## config.mk

```make
export PLATFORM = sky130hd
export DESIGN_NAME = status_led_blink_controller
export DESIGN_NICKNAME = d
export VERILOG_FILES = /design/src/rtl/slbc_pkg.sv /design/src/rtl/status_led_blink_controller.sv
export SDC_FILE = /design/constraint.sdc
export NUM_CORES = 1
export LEC_CHECK = 0
export BUFFER_PORTS_ARGS = -buffer_cell sky130_fd_sc_hd__buf_2
export CORE_MARGIN = 3
export CORE_UTILIZATION = 40
export DETAILED_ROUTE_END_ITERATION = 8
export PLACE_DENSITY = 0.67
export SETUP_SLACK_MARGIN = 0.02
export SYNTH_ARGS = -nofsm -noshare
export SYNTH_HDL_FRONTEND = slang
export SYNTH_SLANG_ARGS = --single-unit
```

## constraint.sdc

```tcl
create_clock -name clk -period 9.9 [get_ports clk]
set_input_delay 0.99 -clock clk [delete_from_list [all_inputs] [get_ports clk]]
set_output_delay 0.99 -clock clk [all_outputs]
set_load 0.005 [all_outputs]
```

## src/rtl/slbc_pkg.sv

```systemverilog
`timescale 1ns / 1ps
// ---------------------------------------------------------------------------
// slbc_pkg: shared types and constants for the status LED blink controller
// Event and result payloads, controller state, status and pattern codes.
// ---------------------------------------------------------------------------
package slbc_pkg;

  // Event operations
  typedef enum logic [1:0] {
    OP_TICK       = 2'd0,
    OP_SET_STATUS = 2'd1,
    OP_BLINK      = 2'd2,
    OP_FIND_ME    = 2'd3
  } op_t;

  // Status codes
  localparam logic [2:0] ST_OFF        = 3'd0;
  localparam logic [2:0] ST_CONNECTING = 3'd1;
  localparam logic [2:0] ST_CONNECTED  = 3'd2;
  localparam logic [2:0] ST_READY      = 3'd3;
  localparam logic [2:0] ST_HEARTBEAT  = 3'd4;
  localparam logic [2:0] ST_WORKING    = 3'd5;

  // Pattern types
  localparam logic [2:0] PT_FEED        = 3'd0;
  localparam logic [2:0] PT_ERROR       = 3'd1;
  localparam logic [2:0] PT_SUCCESS     = 3'd2;
  localparam logic [2:0] PT_FIND_ME     = 3'd3;
  localparam logic [2:0] PT_CONNECTING  = 3'd4;
  localparam logic [2:0] PT_CONNECTED   = 3'd5;
  localparam logic [2:0] PT_UNASSIGNED  = 3'd6;
  localparam int         NUM_PATTERNS   = 7;

  // Configuration register indexes
  localparam logic [2:0] REG_INTERVAL_FEED        = 3'd0;
  localparam logic [2:0] REG_INTERVAL_ERROR       = 3'd1;
  localparam logic [2:0] REG_INTERVAL_SUCCESS     = 3'd2;
  localparam logic [2:0] REG_INTERVAL_FIND_ME     = 3'd3;
  localparam logic [2:0] REG_INTERVAL_CONNECTING  = 3'd4;
  localparam logic [2:0] REG_INTERVAL_CONNECTED   = 3'd5;
  localparam logic [2:0] REG_INTERVAL_UNASSIGNED  = 3'd6;
  localparam logic [2:0] REG_HEARTBEAT_PERIOD     = 3'd7;

  // Fixed timing constants
  localparam logic [7:0]  HEARTBEAT_PULSE = 8'd50;
  localparam logic [7:0]  WORKING_BLINKS  = 8'd3;
  localparam logic [31:0] MS_PER_SECOND   = 32'd1000;

  // Interval table, indexed by pattern type
  typedef logic [NUM_PATTERNS-1:0][15:0] interval_arr_t;

  localparam interval_arr_t INTERVAL_RESET = {
    16'd2000, 16'd1000, 16'd500, 16'd80, 16'd150, 16'd200, 16'd100
  };
  localparam logic [15:0] HEARTBEAT_PERIOD_RESET = 16'd1000;

  // Event payload
  typedef struct packed {
    op_t         operation;
    logic [2:0]  status;
    logic [2:0]  blink_type;
    logic [7:0]  blink_count;
    logic [15:0] find_me_seconds;
  } in_item_t;

  // Result payload
  typedef struct packed {
    logic       led_on;
    logic       pattern_active;
    logic [2:0] status_now;
    logic       find_me_on;
  } out_item_t;

  // Controller state
  typedef struct packed {
    logic [31:0] time_ms;
    logic [31:0] last_toggle_time;
    logic [31:0] last_heartbeat_time;
    logic [31:0] find_me_deadline;
    logic [8:0]  toggles_done;
    logic [8:0]  toggles_target;
    logic        led_level;
    logic        blinking_active;
    logic        find_me_flag;
    logic [2:0]  saved_status;
    logic [15:0] active_interval;
    logic [7:0]  pulse_remaining;
  } state_t;

  localparam state_t STATE_RESET = '{
    time_ms:             32'd0,
    last_toggle_time:    32'd0,
    last_heartbeat_time: 32'd0,
    find_me_deadline:    32'd0,
    toggles_done:        9'd0,
    toggles_target:      9'd0,
    led_level:           1'b0,
    blinking_active:     1'b0,
    find_me_flag:        1'b0,
    saved_status:        ST_OFF,
    active_interval:     16'd100,
    pulse_remaining:     8'd0
  };

endpackage

```

## src/rtl/status_led_blink_controller.sv

```systemverilog
`timescale 1ns / 1ps
// ---------------------------------------------------------------------------
// status_led_blink_controller: event driven status LED controller
// Each event (ms tick, status change, blink request, find-me request) updates
// the controller state in one pass and yields one result with the LED level.
// ---------------------------------------------------------------------------
// A result is registered in out_data, or in the skid entry while out_data
// holds an untaken one. Throughput: one event per cycle while the skid entry
// is empty; the state update is a single pass of compare and add logic, and
// a two-entry result buffer lets input flow while a result waits to be taken.
// Reset (synchronous, active high): state, config and flags return to defaults.
module status_led_blink_controller
  import slbc_pkg::*;
(
  input  logic        clk,
  input  logic        rst,
  // event channel
  input  logic        in_valid,
  output logic        in_stall,
  input  in_item_t    in_data,
  // result channel
  output logic        out_valid,
  input  logic        out_stall,
  output out_item_t   out_data,
  // configuration write port
  input  logic        cfg_we,
  input  logic [2:0]  cfg_index,
  input  logic [15:0] cfg_data
);

  // Configuration registers
  interval_arr_t intervals;
  logic [15:0]   heartbeat_period;

  // Controller state
  state_t        state;
  state_t        state_next;

  // Result buffer: main register plus skid entry
  out_item_t     result_next;
  out_item_t     skid;
  logic          skid_valid;
  logic          in_xfer;
  logic          out_xfer;

  // Start a blink pattern unless it is out of range or blocked by find-me
  function automatic state_t begin_pattern(state_t s, logic [2:0] ptype,
                                           logic [7:0] blinks, interval_arr_t iv);
    state_t r;
    r = s;
    if (ptype <= PT_UNASSIGNED && !(s.find_me_flag && ptype != PT_FIND_ME)) begin
      r.blinking_active  = 1'b1;
      r.toggles_done     = 9'd0;
      r.toggles_target   = {blinks, 1'b0};
      r.last_toggle_time = s.time_ms;
      r.active_interval  = iv[ptype];
      r.led_level        = 1'b0;
      r.pulse_remaining  = 8'd0;
    end
    return r;
  endfunction

  // Record a status and start what it implies
  function automatic state_t apply_status(state_t s, logic [2:0] st,
                                          interval_arr_t iv);
    state_t r;
    r = s;
    r.saved_status = st;
    case (st)
      ST_OFF: begin
        r.blinking_active = 1'b0;
        r.led_level       = 1'b0;
        r.pulse_remaining = 8'd0;
      end
      ST_CONNECTING: r = begin_pattern(r, PT_CONNECTING, 8'd0, iv);
      ST_CONNECTED:  r = begin_pattern(r, PT_UNASSIGNED, 8'd0, iv);
      ST_READY, ST_HEARTBEAT: r.blinking_active = 1'b0;
      default:       r = begin_pattern(r, PT_FEED, WORKING_BLINKS, iv);
    endcase
    return r;
  endfunction

  // One millisecond tick
  function automatic state_t do_tick(state_t s, interval_arr_t iv,
                                     logic [15:0] hb_period);
    state_t      r;
    logic [31:0] fm_diff;
    logic [31:0] toggle_diff;
    logic [31:0] hb_diff;
    r = s;
    r.time_ms = s.time_ms + 32'd1;
    // heartbeat pulse end
    if (r.pulse_remaining != 8'd0) begin
      r.pulse_remaining = r.pulse_remaining - 8'd1;
      if (r.pulse_remaining == 8'd0) begin
        r.led_level = 1'b0;
      end
    end
    fm_diff     = r.time_ms - r.find_me_deadline;
    toggle_diff = r.time_ms - r.last_toggle_time;
    hb_diff     = r.time_ms - r.last_heartbeat_time;
    if (r.find_me_flag && !fm_diff[31]) begin
      // find-me deadline passed: restore the saved status
      r.find_me_flag    = 1'b0;
      r.blinking_active = 1'b0;
      r = apply_status(r, r.saved_status, iv);
    end else if (r.blinking_active) begin
      if (toggle_diff >= {16'd0, r.active_interval}) begin
        r.led_level        = !r.led_level;
        r.pulse_remaining  = 8'd0;
        r.toggles_done     = r.toggles_done + 9'd1;
        r.last_toggle_time = r.time_ms;
        // finite pattern done
        if (r.toggles_target != 9'd0 && r.toggles_done >= r.toggles_target) begin
          r.blinking_active = 1'b0;
          r.led_level       = 1'b0;
          if (!r.find_me_flag) begin
            r = apply_status(r, r.saved_status, iv);
          end
        end
      end
    end else if (!r.find_me_flag) begin
      if (r.saved_status inside {ST_READY, ST_HEARTBEAT}) begin
        if (hb_diff > {16'd0, hb_period}) begin
          r.led_level           = 1'b1;
          r.pulse_remaining     = HEARTBEAT_PULSE;
          r.last_heartbeat_time = r.time_ms;
        end
      end else if (r.saved_status == ST_OFF) begin
        r.led_level       = 1'b0;
        r.pulse_remaining = 8'd0;
      end
    end
    return r;
  endfunction

  // Handshakes
  assign in_stall = skid_valid;
  assign in_xfer  = in_valid && !in_stall;
  assign out_xfer = out_valid && !out_stall;

  // Event evaluation
  always_comb begin
    state_next = state;
    case (in_data.operation)
      OP_TICK: state_next = do_tick(state, intervals, heartbeat_period);
      OP_SET_STATUS: begin
        if (in_data.status <= ST_WORKING) begin
          state_next = apply_status(state, in_data.status, intervals);
        end
      end
      OP_BLINK: state_next = begin_pattern(state, in_data.blink_type,
                                           in_data.blink_count, intervals);
      OP_FIND_ME: begin
        state_next.find_me_flag     = 1'b1;
        state_next.find_me_deadline = state.time_ms +
                                      {16'd0, in_data.find_me_seconds} * MS_PER_SECOND;
        state_next = begin_pattern(state_next, PT_FIND_ME, 8'd0, intervals);
      end
      default: state_next = state;
    endcase
  end

  // Result fields
  always_comb begin
    result_next.led_on         = state_next.led_level;
    result_next.pattern_active = state_next.blinking_active;
    result_next.status_now     = state_next.saved_status;
    result_next.find_me_on     = state_next.find_me_flag;
  end

  // State register
  always_ff @(posedge clk) begin
    if (rst) begin
      state <= STATE_RESET;
    end else if (in_xfer) begin
      state <= state_next;
    end
  end

  // Configuration registers
  always_ff @(posedge clk) begin
    if (rst) begin
      intervals        <= INTERVAL_RESET;
      heartbeat_period <= HEARTBEAT_PERIOD_RESET;
    end else if (cfg_we) begin
      case (cfg_index)
        REG_INTERVAL_FEED:       intervals[PT_FEED]       <= cfg_data;
        REG_INTERVAL_ERROR:      intervals[PT_ERROR]      <= cfg_data;
        REG_INTERVAL_SUCCESS:    intervals[PT_SUCCESS]    <= cfg_data;
        REG_INTERVAL_FIND_ME:    intervals[PT_FIND_ME]    <= cfg_data;
        REG_INTERVAL_CONNECTING: intervals[PT_CONNECTING] <= cfg_data;
        REG_INTERVAL_CONNECTED:  intervals[PT_CONNECTED]  <= cfg_data;
        REG_INTERVAL_UNASSIGNED: intervals[PT_UNASSIGNED] <= cfg_data;
        REG_HEARTBEAT_PERIOD:    heartbeat_period         <= cfg_data;
        default: ;
      endcase
    end
  end

  // Result buffer control
  always_ff @(posedge clk) begin
    if (rst) begin
      out_valid  <= 1'b0;
      skid_valid <= 1'b0;
    end else if (out_xfer) begin
      if (skid_valid) begin
        skid_valid <= 1'b0;
      end else begin
        out_valid <= in_xfer;
      end
    end else if (in_xfer) begin
      if (out_valid) begin
        skid_valid <= 1'b1;
      end else begin
        out_valid <= 1'b1;
      end
    end
  end

  // Result buffer data
  always_ff @(posedge clk) begin
    if (out_xfer) begin
      if (skid_valid) begin
        out_data <= skid;
      end else if (in_xfer) begin
        out_data <= result_next;
      end
    end else if (in_xfer) begin
      if (out_valid) begin
        skid <= result_next;
      end else begin
        out_data <= result_next;
      end
    end
  end

endmodule
```

==> flow_metrics.py <==
metrics = {
    "route": {
        "drt-initial-drc-count": 2126,
        "via_count": 23437,
        "drt-vias-per-instance": 5.74,
        "highest_layer": "met4",
        "drtPass1Iterations": 9,
        "wl_um": 75400,
        "drc": 0,
        "met2_length_um": 34100,
        "wl_met1_um": 33200,
        "antenna_left": 0,
        "dr_wl_met3_um": 5920,
        "routedWlPerCell_um": 18.5,
    },
    "clock_network": {
        "clkLatencyLatePin_ns": 0.60,
        "ctsResizeCount": 0,
        "cts_tree": "done",
        "post-cts-setup-buffer-count": 0,
        "cts_root_buffer": "clkbuf_16",
        "clockBufferDepth": 3,
        "hold_buffers": 0,
        "numCtsBuffers": 39,
        "clock_sinks": 317,
        "cts_max_level": 2,
        "clk_pin_slew_ns": 0.06,
    },
    "synthesis": {
        "ys_async_sr_fraction_pct": 0,
        "yosys.area_share.simple_pct": 20.1,
        "synth_fa_ha_area_share_pct": 15.5,
        "synthesis.nets": 3608,
        "synth_seq_cells": 317,
        "yosys_warnings": 0,
        "post_synth.cell_area_avg_um2": 7.67,
        "ys_seq_area_share_pct": 25.8,
        "ys_dominant_reg_cell": "dfxtp_1",
        "synth_top_area_share_pct": 24.3,
        "synth-edff-count": 12,
        "syn_inst": 3275,
        "synth_compound_area_share_pct": 22.5,
        "synth_largest_area_cell": "dfxtp_1",
        "yosys.cell_types.count": 96,
        "synth_xor_xnor_area_share_pct": 4.20,
        "synth_mux_area_share_pct": 4.75,
        "synth_top_family_by_area": "compound AO/OA/AOI/OAI gates",
        "synth_commonest_cells": "nand2_1, nor2_1, a21oi_1",
        "synth_area_um2": 25100,
        "synth_area_leaders": "dfxtp_1, ha_1, nand2_1",
        "synth.most_common_cell": "nand2_1",
    },
    "pwr": {
        "pwr-share-seq_pct": 27.9,
        "total_power_mw": 4.97,
        "combPwrFrac_pct": 40.2,
        "switchingPower_mw": 1.83,
        "p_per_area_nw_per_um2": 181,
        "swShare_pct": 36.9,
        "p_clk_share_pct": 32.0,
        "leakage_nw": 11.6,
        "peakVddDrop_mv": 0.112,
        "p_int_mw": 3.14,
    },
    "layout": {
        "fillers": 6243,
        "seq_area_um2": 6470,
        "multi_input_area_um2": 16900,
        "layout.nets": 3549,
        "diodes": 0,
        "fin_area_um2": 27400,
        "layout-drive-gt1-share_pct": 7.31,
        "syn2layout_area_growth_pct": 9.02,
    },
    "hold_path": {
        "hp-class": "flop to flop",
    },
    "placement": {
        "dp_hpwl_um": 55100,
        "port_buffers": 63,
        "dpl-instance-area_um2": 25900,
        "place_congestion": 0.969,
    },
    "setup_path": {
        "critPathMaxFanout": 26,
        "path_class": "flop to flop",
        "end_kind": "flop",
        "worstPathRequired_ns": 10.40,
        "critPathLaunchType": "flop",
        "arrival_ns": 8.13,
    },
    "floorplanning": {
        "design.core.area_um2": 61900,
        "rows": 91,
        "dieArea_um2": 65800,
        "io_pins": 64,
        "start_util_pct": 40.5,
        "die_w_um": 257,
        "fp.dieH_um": 257,
    },
    "timing": {
        "setup_violations": 0,
        "max_freq_mhz": 131,
        "drv_slew": 0,
        "setup_tns_ns": 0,
        "fin_worst_skew_ns": 0.0409,
        "period_share_pct": 77.1,
        "fin_crit_ns": 7.64,
        "worst_pin_slew_ns": 1.20,
        "relSlewSlack_pct": 19.5,
        "rsz0062_at_grt": "no",
        "hold_viol_final": 0,
    },
    "global_routing": {
        "grt_overflow": 0,
        "grt_antenna_before_repair": 1,
        "first_global_vias": 21799,
        "grt.total_usage_pct": 22.2,
        "grt_pass1_wl_um": 120000,
        "grt_max_degree": 80,
    },
    "status": {
        "status": "complete, no violations",
    },
    "job": {
        "cap_violations": 0,
    },
}
==> power by group through the flow <==
| stage | Sequential [mW] | Combinational [mW] | Clock [mW] |
|---|---|---|---|
| after floorplan | 1.39 | 1.57 | 0 |
| after global placement | 1.41 | 1.95 | 0 |
| after detailed placement | 1.41 | 1.98 | 0 |
| after CTS | 1.38 | 1.99 | 1.61 |
| after global routing | 1.39 | 2.26 | 1.66 |
| final | 1.38 | 1.99 | 1.59 |
==> sequential cells by signal (all words and copies together), names as in the netlist <==
register and cells:
intervals 112, heartbeat_period 16, in_stall 1, out_data 6, skid 6, out_valid 1
state 175
==> area by class of cell <==
class,instances,area share [%]
Sequential cell,317,23.6
Clock buffer,48,3.95
Tap cell,837,3.83
Multi-Input combinational cell,2498,61.6
Clock inverter,21,1.29
Inverter,265,3.63
Timing Repair Buffer,95,2.06
==> per-stage QoR <==
step | hold slack [ns] | worst slack [ns] | util [%] | std cells
floorplan | 0.425 | 2.99 | - | 3275
global placement | 0.437 | 2.39 | 41.9 | 4012
detailed placement | 0.447 | 2.33 | 41.9 | 4012
CTS | 0.455 | 2.37 | 44.2 | 4081
global route | 0.475 | 1.55 | 44.2 | 4081
finish | 0.452 | 2.26 | 44.2 | 4081
==> worst max-delay path, stage by stage (launching register included) <==
cell and delay [ns]:
dfxtp_1 0.58, and3_1 0.22, nand3_1 0.25, or2_2 0.46, nor2_1 0.28, xor2_1 0.40
ha_1 0.42, o21a_1 0.23, a21oi_1 0.29, o21ai_0 0.17, xor2_1 0.22, ha_1 0.28
a21oi_1 0.18, o211ai_1 0.14, a221o_1 0.28, a211oi_1 0.18, o2111ai_1 0.12, a2111oi_0 0.54
nand4_1 0.35, o31ai_2 0.51, a21bo_1 0.75, a21o_1 0.42, mux2i_1 0.24
==> path summary, 6_finish.rpt <==
check | from | to | slack [ns] | cells after the start
worst min register to register | state[49] | state[49] | 0.45 | 2
worst min-delay path | state[49] | state[49] | 0.45 | 2
worst max register to register | state[144] | state[38] | 2.26 | 22
worst max-delay path | state[144] | state[38] | 2.26 | 22
==> cells by family after synthesis <==
logic type	Yosys count
compound gates	868
xor+xnor	117
fa+ha+maj	277
buf+inv	460
flops	317
mux	97
simple gates	1139
==> placed cells by master, fill, tap and decap left out, types with 21 or more instances in the layout <==
cell type  instances
nand2_1          452
nor2_1           345
a21oi_1          319
dfxtp_1          305
inv_1            264
ha_1             219
o21ai_0          113
nand3_1          103
a211oi_1          80
xnor2_1           80
mux2i_1           63
buf_2             62
fa_1              57
a21o_1            47
nor3_1            43
clkbuf_16         40
xor2_1            34
a22o_1            32
buf_4             32
nand2b_1          31
o21a_1            28
nand4_1           27
o211ai_1          26
and3_1            25
a31oi_1           24
a222oi_1          24
o22ai_1           21
==> per-layer routing <==
layer  vias to the layer above  GRT usage, %
met2                       863          35.5
met5                         -             0
met3                       139          3.57
met4                         0          7.43
met1                     11051          30.3
li1                      11384             -
No activity file was read; power rests on OpenSTA's default activity.
